`config.mk`:
```
export PLATFORM = sky130hd
export DESIGN_NAME = artnet_packet_validator_flat
export DESIGN_NICKNAME = d
export VERILOG_FILES = /design/src/avp_pkg.sv /design/src/avp_if.sv /design/src/artnet_packet_validator.sv /design/src/flat_wrapper.sv
export SDC_FILE = /design/constraint.sdc
export NUM_CORES = 1
export LEC_CHECK = 0
export BUFFER_PORTS_ARGS = -buffer_cell sky130_fd_sc_hd__buf_2
export CAP_MARGIN = 20
export CORE_ASPECT_RATIO = 0.6
export CORE_MARGIN = 3
export CORE_UTILIZATION = 35
export CTS_CLUSTER_DIAMETER = 120
export DETAILED_ROUTE_END_ITERATION = 8
export PLACE_DENSITY_LB_ADDON = 0.05
export SYNTH_ARGS = -nofsm -noshare
export SYNTH_HDL_FRONTEND = slang
export SYNTH_SLANG_ARGS = --single-unit
```
`constraint.sdc`:
```
create_clock -name clk -period 12 [get_ports clk]
set_input_delay 2.4 -clock clk [delete_from_list [all_inputs] [get_ports clk]]
set_output_delay 2.4 -clock clk [all_outputs]
set_load 0.02 [all_outputs]
```
`src/avp_pkg.sv`:
```
// Shared types and constants for the Art-Net packet validator.
// No dependencies; compiled first.
package avp_pkg;

  localparam int unsigned POS_W     = 10;
  localparam int unsigned VERDICT_W = 3;
  localparam int unsigned UNIV_W    = 15;
  localparam int unsigned SLOT_W    = 10;
  localparam int unsigned TIME_W    = 32;
  localparam int unsigned CFG_IDX_W = 2;
  localparam int unsigned CFG_DAT_W = 32;

  typedef logic [VERDICT_W-1:0] verdict_t;
  typedef logic [CFG_IDX_W-1:0] cfg_idx_t;

  localparam verdict_t VERDICT_REJECT = 3'd0;
  localparam verdict_t VERDICT_POLL   = 3'd1;
  localparam verdict_t VERDICT_SYNC   = 3'd2;
  localparam verdict_t VERDICT_DMX    = 3'd3;
  localparam verdict_t VERDICT_NZS    = 3'd4;

  localparam cfg_idx_t CFG_MIN_VERSION  = 2'd0;
  localparam cfg_idx_t CFG_BCAST_ENABLE = 2'd1;
  localparam cfg_idx_t CFG_SYNC_TIMEOUT = 2'd2;

  localparam logic [15:0] OPC_POLL   = 16'h2000;
  localparam logic [15:0] OPC_OUTPUT = 16'h5000;
  localparam logic [15:0] OPC_NZS    = 16'h5100;
  localparam logic [15:0] OPC_SYNC   = 16'h5200;

  function automatic logic [7:0] sig_byte(input logic [2:0] idx);
    logic [7:0] val;
    case (idx)
      3'd0:    val = 8'h41;
      3'd1:    val = 8'h72;
      3'd2:    val = 8'h74;
      3'd3:    val = 8'h2D;
      3'd4:    val = 8'h4E;
      3'd5:    val = 8'h65;
      3'd6:    val = 8'h74;
      default: val = 8'h00;
    endcase
    return val;
  endfunction

endpackage

```
`src/avp_if.sv`:
```
// Valid/ready stream interfaces for the byte input and the verdict output.
// Depends on avp_pkg.
interface avp_in_if;
  import avp_pkg::*;
  logic              valid;
  logic              ready;
  logic [7:0]        pkt_byte;
  logic              byte_last;
  logic              from_broadcast;
  logic [TIME_W-1:0] time_now;

  modport source (output valid, pkt_byte, byte_last, from_broadcast, time_now,
                  input ready);
  modport sink   (input valid, pkt_byte, byte_last, from_broadcast, time_now,
                  output ready);
endinterface

interface avp_out_if;
  import avp_pkg::*;
  logic              valid;
  logic              ready;
  verdict_t          verdict;
  logic [UNIV_W-1:0] universe_out;
  logic [SLOT_W-1:0] slot_count;
  logic              fire_sync;
  logic              sync_mode_now;

  modport source (output valid, verdict, universe_out, slot_count, fire_sync,
                  sync_mode_now, input ready);
  modport sink   (input valid, verdict, universe_out, slot_count, fire_sync,
                  sync_mode_now, output ready);
endinterface

```
`src/artnet_packet_validator.sv`:
```
// Art-Net packet validator top level: header capture, checks, sync watchdog.
// Depends on avp_pkg and the interfaces in avp_if.sv.
//
// Takes one packet byte per cycle and issues one verdict transaction per packet
// after the final byte is accepted: an input register, then the header capture
// and decision logic, then the result register. Bytes keep flowing while a
// verdict waits on the output; only a final byte stalls when the result register
// is still full. Packets of 18 up to PACKET_BYTES bytes are judged; MAX_SLOTS
// bounds the accepted slot count. The user must write configuration through
// cfg_we/cfg_index/cfg_wdata while no packet is in flight; nothing enforces it.
module artnet_packet_validator #(
  parameter int unsigned PACKET_BYTES = 530,
  parameter int unsigned MAX_SLOTS    = 512
) (
  input  logic                       clk,
  input  logic                       rst_n,
  avp_in_if.sink                     in_ch,
  avp_out_if.source                  out_ch,
  input  logic                       cfg_we,
  input  avp_pkg::cfg_idx_t          cfg_index,
  input  logic [avp_pkg::CFG_DAT_W-1:0] cfg_wdata
);
  import avp_pkg::*;

  localparam logic [POS_W-1:0] POS_LIM    = PACKET_BYTES[POS_W-1:0];
  localparam logic [15:0]      SLOT_LIM   = MAX_SLOTS[15:0];
  localparam logic [POS_W-1:0] POS_OP_LO  = 10'd8;
  localparam logic [POS_W-1:0] POS_OP_HI  = 10'd9;
  localparam logic [POS_W-1:0] POS_VER_HI = 10'd10;
  localparam logic [POS_W-1:0] POS_VER_LO = 10'd11;
  localparam logic [POS_W-1:0] POS_START  = 10'd13;
  localparam logic [POS_W-1:0] POS_UNI_LO = 10'd14;
  localparam logic [POS_W-1:0] POS_UNI_HI = 10'd15;
  localparam logic [POS_W-1:0] POS_LEN_HI = 10'd16;
  localparam logic [POS_W-1:0] POS_LEN_LO = 10'd17;

  // configuration
  logic [15:0]       min_version_r;
  logic              bcast_en_r;
  logic [TIME_W-1:0] sync_timeout_r;

  // input register
  logic              s0_valid_r;
  logic [7:0]        s0_byte_r;
  logic              s0_last_r;
  logic              s0_bcast_r;
  logic [TIME_W-1:0] s0_time_r;

  // packet capture
  logic [POS_W-1:0]  byte_pos_r;
  logic              too_long_r, too_long_nxt;
  logic              sig_ok_r, sig_ok_nxt;
  logic [15:0]       op_r, op_nxt;
  logic [15:0]       ver_r, ver_nxt;
  logic [15:0]       uni_r, uni_nxt;
  logic [15:0]       len_r, len_nxt;
  logic [7:0]        start_r, start_nxt;

  // persistent sync state
  logic              sync_mode_r, sync_mode_nxt;
  logic [TIME_W-1:0] fed_time_r, fed_time_nxt;

  // result register
  logic              out_valid_r;
  verdict_t          verdict_r, verdict_nxt;
  logic [UNIV_W-1:0] uni_out_r, uni_out_nxt;
  logic [SLOT_W-1:0] slots_r, slots_nxt;
  logic              fire_r, fire_nxt;
  logic              mode_out_r;

  logic              s1_go;
  logic              ok, refuse, good, starved;
  logic [TIME_W-1:0] elapsed;

  assign s1_go       = s0_valid_r && (!s0_last_r || !out_valid_r || out_ch.ready);
  assign in_ch.ready = !s0_valid_r || s1_go;

  assign out_ch.valid         = out_valid_r;
  assign out_ch.verdict       = verdict_r;
  assign out_ch.universe_out  = uni_out_r;
  assign out_ch.slot_count    = slots_r;
  assign out_ch.fire_sync     = fire_r;
  assign out_ch.sync_mode_now = mode_out_r;

  always_comb begin
    op_nxt    = op_r;
    ver_nxt   = ver_r;
    uni_nxt   = uni_r;
    len_nxt   = len_r;
    start_nxt = start_r;
    case (byte_pos_r)
      POS_OP_LO:  op_nxt[7:0]   = s0_byte_r;
      POS_OP_HI:  op_nxt[15:8]  = s0_byte_r;
      POS_VER_HI: ver_nxt[15:8] = s0_byte_r;
      POS_VER_LO: ver_nxt[7:0]  = s0_byte_r;
      POS_START:  start_nxt     = s0_byte_r;
      POS_UNI_LO: uni_nxt[7:0]  = s0_byte_r;
      POS_UNI_HI: uni_nxt[15:8] = s0_byte_r;
      POS_LEN_HI: len_nxt[15:8] = s0_byte_r;
      POS_LEN_LO: len_nxt[7:0]  = s0_byte_r;
      default: ;
    endcase
    sig_ok_nxt   = sig_ok_r &&
                   ((byte_pos_r >= POS_OP_LO) || (s0_byte_r == sig_byte(byte_pos_r[2:0])));
    too_long_nxt = too_long_r || (byte_pos_r >= POS_LIM);

    ok = (byte_pos_r >= POS_LEN_LO) && !too_long_nxt && sig_ok_nxt &&
         (ver_nxt >= min_version_r);
    refuse = s0_bcast_r && !bcast_en_r;
    good = !refuse && (len_nxt >= 16'd2) && (len_nxt <= SLOT_LIM) && !len_nxt[0] &&
           !uni_nxt[15] && !((op_nxt == OPC_NZS) && (start_nxt != 8'd0));

    elapsed = s0_time_r - fed_time_r;
    starved = (fed_time_r == '0) || (elapsed > sync_timeout_r);

    verdict_nxt   = VERDICT_REJECT;
    uni_out_nxt   = '0;
    slots_nxt     = '0;
    fire_nxt      = 1'b0;
    sync_mode_nxt = sync_mode_r;
    fed_time_nxt  = fed_time_r;
    if (ok) begin
      if (op_nxt == OPC_POLL) begin
        verdict_nxt = VERDICT_POLL;
      end else if (op_nxt == OPC_SYNC) begin
        if (!refuse) begin
          verdict_nxt   = VERDICT_SYNC;
          sync_mode_nxt = 1'b1;
          fire_nxt      = 1'b1;
          fed_time_nxt  = s0_time_r;
        end
      end else if ((op_nxt == OPC_OUTPUT) || (op_nxt == OPC_NZS)) begin
        if (good) begin
          verdict_nxt = (op_nxt == OPC_NZS) ? VERDICT_NZS : VERDICT_DMX;
          uni_out_nxt = uni_nxt[UNIV_W-1:0];
          slots_nxt   = len_nxt[SLOT_W-1:0];
          if (sync_mode_r && starved) begin
            fire_nxt      = 1'b1;
            sync_mode_nxt = 1'b0;
            fed_time_nxt  = '0;
          end
        end
      end
    end
  end

  always_ff @(posedge clk) begin
    if (!rst_n) begin
      min_version_r  <= 16'd14;
      bcast_en_r     <= 1'b1;
      sync_timeout_r <= 32'd1000;
    end else if (cfg_we) begin
      case (cfg_index)
        CFG_MIN_VERSION:  min_version_r  <= cfg_wdata[15:0];
        CFG_BCAST_ENABLE: bcast_en_r     <= cfg_wdata[0];
        CFG_SYNC_TIMEOUT: sync_timeout_r <= cfg_wdata[TIME_W-1:0];
        default: ;
      endcase
    end
  end

  always_ff @(posedge clk) begin
    if (!rst_n) begin
      s0_valid_r <= 1'b0;
    end else if (in_ch.ready) begin
      s0_valid_r <= in_ch.valid;
    end
    if (in_ch.ready && in_ch.valid) begin
      s0_byte_r  <= in_ch.pkt_byte;
      s0_last_r  <= in_ch.byte_last;
      s0_bcast_r <= in_ch.from_broadcast;
      s0_time_r  <= in_ch.time_now;
    end
  end

  always_ff @(posedge clk) begin
    if (!rst_n) begin
      byte_pos_r  <= '0;
      too_long_r  <= 1'b0;
      sig_ok_r    <= 1'b1;
      op_r        <= '0;
      ver_r       <= '0;
      uni_r       <= '0;
      len_r       <= '0;
      start_r     <= '0;
      sync_mode_r <= 1'b0;
      fed_time_r  <= '0;
    end else if (s1_go) begin
      if (s0_last_r) begin
        byte_pos_r  <= '0;
        too_long_r  <= 1'b0;
        sig_ok_r    <= 1'b1;
        op_r        <= '0;
        ver_r       <= '0;
        uni_r       <= '0;
        len_r       <= '0;
        start_r     <= '0;
        sync_mode_r <= sync_mode_nxt;
        fed_time_r  <= fed_time_nxt;
      end else begin
        if (byte_pos_r != '1) begin
          byte_pos_r <= byte_pos_r + 10'd1;
        end
        too_long_r <= too_long_nxt;
        sig_ok_r   <= sig_ok_nxt;
        op_r       <= op_nxt;
        ver_r      <= ver_nxt;
        uni_r      <= uni_nxt;
        len_r      <= len_nxt;
        start_r    <= start_nxt;
      end
    end
  end

  always_ff @(posedge clk) begin
    if (!rst_n) begin
      out_valid_r <= 1'b0;
    end else if (s1_go && s0_last_r) begin
      out_valid_r <= 1'b1;
    end else if (out_ch.ready) begin
      out_valid_r <= 1'b0;
    end
    if (s1_go && s0_last_r) begin
      verdict_r  <= verdict_nxt;
      uni_out_r  <= uni_out_nxt;
      slots_r    <= slots_nxt;
      fire_r     <= fire_nxt;
      mode_out_r <= sync_mode_nxt;
    end
  end

endmodule

```
`src/flat_wrapper.sv`:
```
// flat-port wrapper written by rule: the top's interface ports become plain ports
module artnet_packet_validator_flat import avp_pkg::*;
#(
  parameter int unsigned PACKET_BYTES = 530,
  parameter int unsigned MAX_SLOTS    = 512
)
  (clk, rst_n, cfg_we, cfg_index, cfg_wdata, in_ch_valid, in_ch_pkt_byte, in_ch_byte_last, in_ch_from_broadcast, in_ch_time_now, in_ch_ready, out_ch_valid, out_ch_verdict, out_ch_universe_out, out_ch_slot_count, out_ch_fire_sync, out_ch_sync_mode_now, out_ch_ready);
  avp_in_if in_ch_i ();
  avp_out_if out_ch_i ();
  input  logic clk;
  input  logic rst_n;
  input  logic cfg_we;
  input  avp_pkg::cfg_idx_t cfg_index;
  input  logic [avp_pkg::CFG_DAT_W-1:0] cfg_wdata;
  input wire logic [$bits(in_ch_i.valid)-1:0] in_ch_valid;
  input wire logic [$bits(in_ch_i.pkt_byte)-1:0] in_ch_pkt_byte;
  input wire logic [$bits(in_ch_i.byte_last)-1:0] in_ch_byte_last;
  input wire logic [$bits(in_ch_i.from_broadcast)-1:0] in_ch_from_broadcast;
  input wire logic [$bits(in_ch_i.time_now)-1:0] in_ch_time_now;
  output wire logic [$bits(in_ch_i.ready)-1:0] in_ch_ready;
  output wire logic [$bits(out_ch_i.valid)-1:0] out_ch_valid;
  output wire logic [$bits(out_ch_i.verdict)-1:0] out_ch_verdict;
  output wire logic [$bits(out_ch_i.universe_out)-1:0] out_ch_universe_out;
  output wire logic [$bits(out_ch_i.slot_count)-1:0] out_ch_slot_count;
  output wire logic [$bits(out_ch_i.fire_sync)-1:0] out_ch_fire_sync;
  output wire logic [$bits(out_ch_i.sync_mode_now)-1:0] out_ch_sync_mode_now;
  input wire logic [$bits(out_ch_i.ready)-1:0] out_ch_ready;
  assign in_ch_i.valid = in_ch_valid;
  assign in_ch_i.pkt_byte = in_ch_pkt_byte;
  assign in_ch_i.byte_last = in_ch_byte_last;
  assign in_ch_i.from_broadcast = in_ch_from_broadcast;
  assign in_ch_i.time_now = in_ch_time_now;
  assign in_ch_ready = in_ch_i.ready;
  assign out_ch_valid = out_ch_i.valid;
  assign out_ch_verdict = out_ch_i.verdict;
  assign out_ch_universe_out = out_ch_i.universe_out;
  assign out_ch_slot_count = out_ch_i.slot_count;
  assign out_ch_fire_sync = out_ch_i.fire_sync;
  assign out_ch_sync_mode_now = out_ch_i.sync_mode_now;
  assign out_ch_i.ready = out_ch_ready;
  artnet_packet_validator #(.PACKET_BYTES(PACKET_BYTES), .MAX_SLOTS(MAX_SLOTS)) u_core (.clk(clk), .rst_n(rst_n), .in_ch(in_ch_i), .out_ch(out_ch_i), .cfg_we(cfg_we), .cfg_index(cfg_index), .cfg_wdata(cfg_wdata));
endmodule
```
[After elaboration in Yosys (flattened, before gate mapping)]
Index checks and enable logic that the tools add are counted.
Word-level totals
  register bits after elaboration: 240
  memories: 0
  memory bits (read-only): 0
  output and inout bits: 32
  latch bits: 0
  bits in writable memories: 0
  input port bits: 81
  word-level logic and storage cells: 155
Cells by class
  add/subtract/negate cells: 2
  reductions and logical operators: 49
  bitwise logic cells: 4
  shift operators: 0
  muxes and demuxes: 44
  $mul: 0
  div/mod/pow operators: 0
  eq/ne operators: 24
  $lt $le $gt $ge: 7
Operators with widths (number)
  32-bit two-way mux: 5
  8-bit two-way mux: 10
  10-bit by 4-bit == test with 1-bit output (second input constant): 7
  16-bit two-way mux: 4
  16-bit by 15-bit == test with 1-bit output (second input constant): 3
  7-bit one-hot mux with 6 select lines: 1
  32-bit > comparator: 1
  32-bit zero test: 1
  32-bit subtractor: 1
  10-bit by 5-bit == test with 1-bit output (second input constant): 2
  10-bit two-way mux: 2
  1-bit two-way mux: 17
  16-bit by 14-bit == test with 1-bit output (second input constant): 1
  16-bit greater-or-equal comparator: 1
  16-bit by 2-bit greater-or-equal comparator with 1-bit output (second input constant): 1
  16-bit by 10-bit less-or-equal comparator with 1-bit output (second input constant): 1
  1-bit logical AND: 15
  3-bit two-way mux: 4
  10-bit by 1-bit adder with 10-bit output (second input constant): 1
  10-bit greater-or-equal comparator (second input constant): 1
  10-bit by 4-bit greater-or-equal comparator with 1-bit output (second input constant): 1
  10-bit by 5-bit greater-or-equal comparator with 1-bit output (second input constant): 1
  10-bit != test (second input constant): 1
  2-bit AND reduction: 5
  18 further kinds: 43

[Depth between registers and ports, before layout]
  word-level depth: 13
  mapped depth: 22
  mapped depth without buffers: 21

[Worst setup path after synthesis]
OpenSTA, ideal clock, no wires.
  path type: input to output
  start point: input port out_ch_ready
  end point: output port in_ch_ready
  path buffers: 0
  stages on the path: 2
  arrival time: 2.824 ns
  setup slack: 6.776 ns
  data required time: 9.600 ns
  cell sequence: nor2b_1 nand3_1
Between the ends
  cells in the longest elaborated chain, start to end: 3
Ends and longest elaborated chain
  start, declared: RTL line flat_wrapper.sv:27  | input wire logic [$bits(out_ch_i.ready)-1:0] out_ch_ready;
  1-bit logical OR: RTL line artnet_packet_validator.sv:75  | assign s1_go = s0_valid_r && (!s0_last_r || !out_valid_r || out_ch.ready);
  1-bit logical AND: RTL line artnet_packet_validator.sv:75
  1-bit logical OR: RTL line artnet_packet_validator.sv:76  | assign in_ch.ready = !s0_valid_r || s1_go;
  end, declared: RTL line flat_wrapper.sv:20  | output wire logic [$bits(in_ch_i.ready)-1:0] in_ch_ready;
No other way between the ends.

[Final worst setup path]
  start point: register u_core.s0_time_r[0]
  end point: register u_core.fed_time_r[28]
Between the ends
  cells in the longest elaborated chain, start to end: 6
Ends and longest elaborated chain
  start, declared: RTL line artnet_packet_validator.sv:47  | logic [TIME_W-1:0] s0_time_r;
  start signal, assigned: RTL line artnet_packet_validator.sv:172  | s0_time_r <= in_ch.time_now;
  32-bit subtractor: RTL line artnet_packet_validator.sv:113  | elapsed = s0_time_r - fed_time_r;
  32-bit > comparator: RTL line artnet_packet_validator.sv:114  | starved = (fed_time_r == '0) || (elapsed > sync_timeout_r);
  1-bit logical OR: RTL line artnet_packet_validator.sv:114
  1-bit logical AND: RTL line artnet_packet_validator.sv:137  | if (sync_mode_r && starved) begin
  2-bit nonzero test (no source line)
  8-bit AND reduction (no source line)
  end signal, assigned: RTL line artnet_packet_validator.sv:199  | fed_time_r <= fed_time_nxt;
  end, declared: RTL line artnet_packet_validator.sv:61  | logic [TIME_W-1:0] fed_time_r, fed_time_nxt;
No other way between the ends.
A chain may end at the register's enable or synchronous reset.

==> impl_metrics.ini <==
[cts]
cts_root_buffer = clkbuf_16
cts-buffers-inserted = 25
cts_sinks = 240
cts_tree = done
postCtsHoldBufs = 0
cts_post_setup_buffers_inserted = 0
cts.clk_slew.worst_paths_ns = 0.07
cts_max_level = 1
cts_buffer_depth = 3
cts_resized = 0
clk_latency_ns = 0.55

[sta]
period_needed_ns = 6.054
slew_headroom_pct = 31.08
setup_viol = 0
setup_ws_ns = 5.946
rsz0062_at_grt = no
tightest_slew_ns = 1.034
finalHoldViolCount = 0
slew_violations = 0
finalClockSkew_ns = 0.01179
final.setup.tns_ns = 0
post-route-period-util_pct = 50.45
fmax_mhz = 165.2

[synthesis]
async_flop_share_pct = 0
syn_nets = 1609
yosysWarnings = 0
yosysTopAreaCellShare_pct = 26.03
synth_edf_count = 72
yosysSeqAreaShare_pct = 42.77
ys_types = 86
dominantRegCellSynth = dfxtp_1
postSynthCellCount = 1441
synth_area_sq_um = 12920
ys_top_cells_by_area = dfxtp_1 26%, edfxtp_1 17%, ha_1 8.3%, a21oi_1 5.2%, nor2_1 4.6%
syn_area_per_cell_sq_um = 8.966
synth_seq_cells = 240
yosysTopAreaCell = dfxtp_1

[place]
port_buffers = 112
dp_slack_ns = 6.100
hpwl_microns = 29970
gp_congestion = 0.8427

[power]
pwr_density_cell_nw_per_um2 = 124.1
irDropWorstVdd_v = 0.00008919
leakage_nw = 5.436

[die]
placeableCoreArea_sq_um = 35680
die_area_sq_um = 39330
io_pins = 113
initial_core_util_pct = 36.21
die_h_microns = 154.8
dieWidth_microns = 254.0
rows = 53

[global_routing]
grt_pass1_vias = 10190
grt_use_total_pct = 20.45
grt_busiest_layer = met1
gr-total-overflow = 0
gr-usage-met2_pct = 24.66
use_met1_pct = 35.19
grt_pass1_wl_microns = 62380
antenna_found_initial = 1
grt_max_degree = 89
grt_util_met3_pct = 4.723

[drt]
vias_per_cell = 5.482
routed_wl_microns = 40790
drc_errors = 0
drtPass1Iterations = 5
avgRoutedWirePerCell_microns = 20.36
first_iter_violations = 960
ant_nets = 0
dr_total_vias = 10990

[critical_path]
arrival_ns = 6.53
crit_path_end_kind = flop
cp_slowest_stage_delay_ns = 0.76
path_cells = inv_1 -> ha_1 -> inv_1 -> fa_1 -> a211oi_1 -> o21ai_0 -> nand3b_1 -> a211o_1 -> a21o_1 -> a21boi_0 -> or2_2 -> o311ai_0 -> ha_1 -> nand4_1 -> nor4_1 -> nand3_1 -> and2_0 -> a221oi_1 -> o31a_4 -> o21ai_1 -> a21oi_1
cp.required_ns = 12.47
cp_max_fo = 32
cpMaxStageDelayCell = o311ai_0
rrSetupSlack_ns = 5.95
critPathBufInv = 2
startpoint_type = flop
crit_type = flop to flop
crit_family = compound AO/OA/AOI/OAI gates

[finish]
mostFrequentLayoutCells = 168 x dfxtp_1, 157 x nor2_1, 144 x nand2_1
final_nets = 1686
drive_gt1_share_pct = 13.53
final_common_cell = dfxtp_1
syn_to_final_growth_pct = 13.03
num_antenna_cells = 0

[run_status]
status = complete, no violations

[run]
maxCapViolCount = 0

[min_path]
hold_path.class = flop to flop
==> layout make-up <==
cell class	count	area, sq um
Clock inverter	12	91.34
Fill cell	3643	21070
Inverter	96	362.8
Timing Repair Buffer	132	738.2
Tap cell	467	584.3
Clock buffer	34	679.4
Sequential cell	240	5525
Multi-Input combinational cell	1023	6621
==> worst paths after layout <==
| path | startpoint | to | depth (start not counted) |
|---|---|---|---|
| max reg2reg | u_core.s0_time_r[0] | u_core.fed_time_r[28] | 21 |
| min reg2reg | u_core.min_version_r[6] | u_core.min_version_r[6] | 2 |
| min | u_core.min_version_r[6] | u_core.min_version_r[6] | 2 |
| max | u_core.s0_time_r[0] | u_core.fed_time_r[28] | 21 |
==> metrics by stage <==
stage                     power [mW]  hold slack, ns  instances  utilization, %  instance area, sq um
after CTS                      1.829          0.4591       2002           40.82                 14560
final                          1.812          0.4583       2004           40.93                 14600
after global placement         1.059          0.4434       1955           38.63                 13780
after floorplan               0.9889          0.4288       1441               -                 12920
after global routing           1.884          0.4767       2004           40.93                 14600
after detailed placement       1.062          0.4503       1956           38.66                 13790
==> per-layer routing <==
layer	share of wire, %	vias up
met5	0	-
met4	1.3	0
met3	8.0	34
met2	35	375
met1	56	5233
li1	-	5343
==> synth_stat cells (7+ instances only) <==
master / n
and3_1: 9
nand4_1: 48
and2_1: 7
a22oi_1: 68
dfxtp_1: 168
o211ai_1: 16
nand3b_1: 8
a21oi_1: 135
xor2_1: 11
inv_1: 96
nor4_1: 17
clkbuf_1: 56
a31oi_1: 8
mux2_2: 16
o21ai_0: 27
nand2_1: 144
edfxtp_1: 72
a21o_1: 9
mux2i_1: 28
nor3_1: 14
ha_1: 86
xnor2_1: 24
o21ai_1: 38
buf_2: 8
nand3_1: 23
or3_1: 7
nor2b_1: 13
nor2_1: 157
nand2b_1: 7
nor4b_1: 7
==> worst reg2reg max path, stage by stage, from the launching register on <==
cell and delay [ns]:
edfxtp_1 0.39, inv_1 0.08, ha_1 0.16, inv_1 0.05
fa_1 0.42, a211oi_1 0.28, o21ai_0 0.17, nand3b_1 0.12
a211o_1 0.15, a21o_1 0.15, a21boi_0 0.13, or2_2 0.29
o311ai_0 0.76, ha_1 0.23, nand4_1 0.12, nor4_1 0.73
nand3_1 0.18, and2_0 0.19, a221oi_1 0.59, o31a_4 0.50
o21ai_1 0.15, a21oi_1 0.14
==> logic make-up after synthesis <==
logic type / count (synthesis) / share of synthesized area (%)
mux: 45 / 3.670
other cells: 1 / 0.02903
xor+xnor: 35 / 2.373
compound gates: 364 / 17.93
buf+inv: 178 / 6.149
simple gates: 491 / 18.60
flops: 240 / 42.77
fa+ha+maj: 87 / 8.483
==> sequential cells by signal, indices dropped and copies added, names as in the netlist, 3 cells and up <==
name	cells
u_core.fed_time_r	32
u_core.s0_time_r	32
u_core.sync_timeout_r	32
u_core.len_r	16
u_core.min_version_r	16
u_core.op_r	16
u_core.uni_r	16
u_core.ver_r	16
u_core.out_ch.universe_out	15
u_core.byte_pos_r	10
u_core.out_ch.slot_count	10
u_core.s0_byte_r	8
u_core.start_r	8
u_core.out_ch.verdict	3
==> report_power, final <==
| group | internal [mW] | switching, mW | total, mW | leakage (nW) |
|---|---|---|---|---|
| sequential | 0.851 | 0.0115 | 0.862 | 2.10 |
| clock | 0.419 | 0.344 | 0.763 | 0.378 |
| combinational | 0.0645 | 0.122 | 0.186 | 2.96 |
No activity file was read; power rests on OpenSTA's default activity.
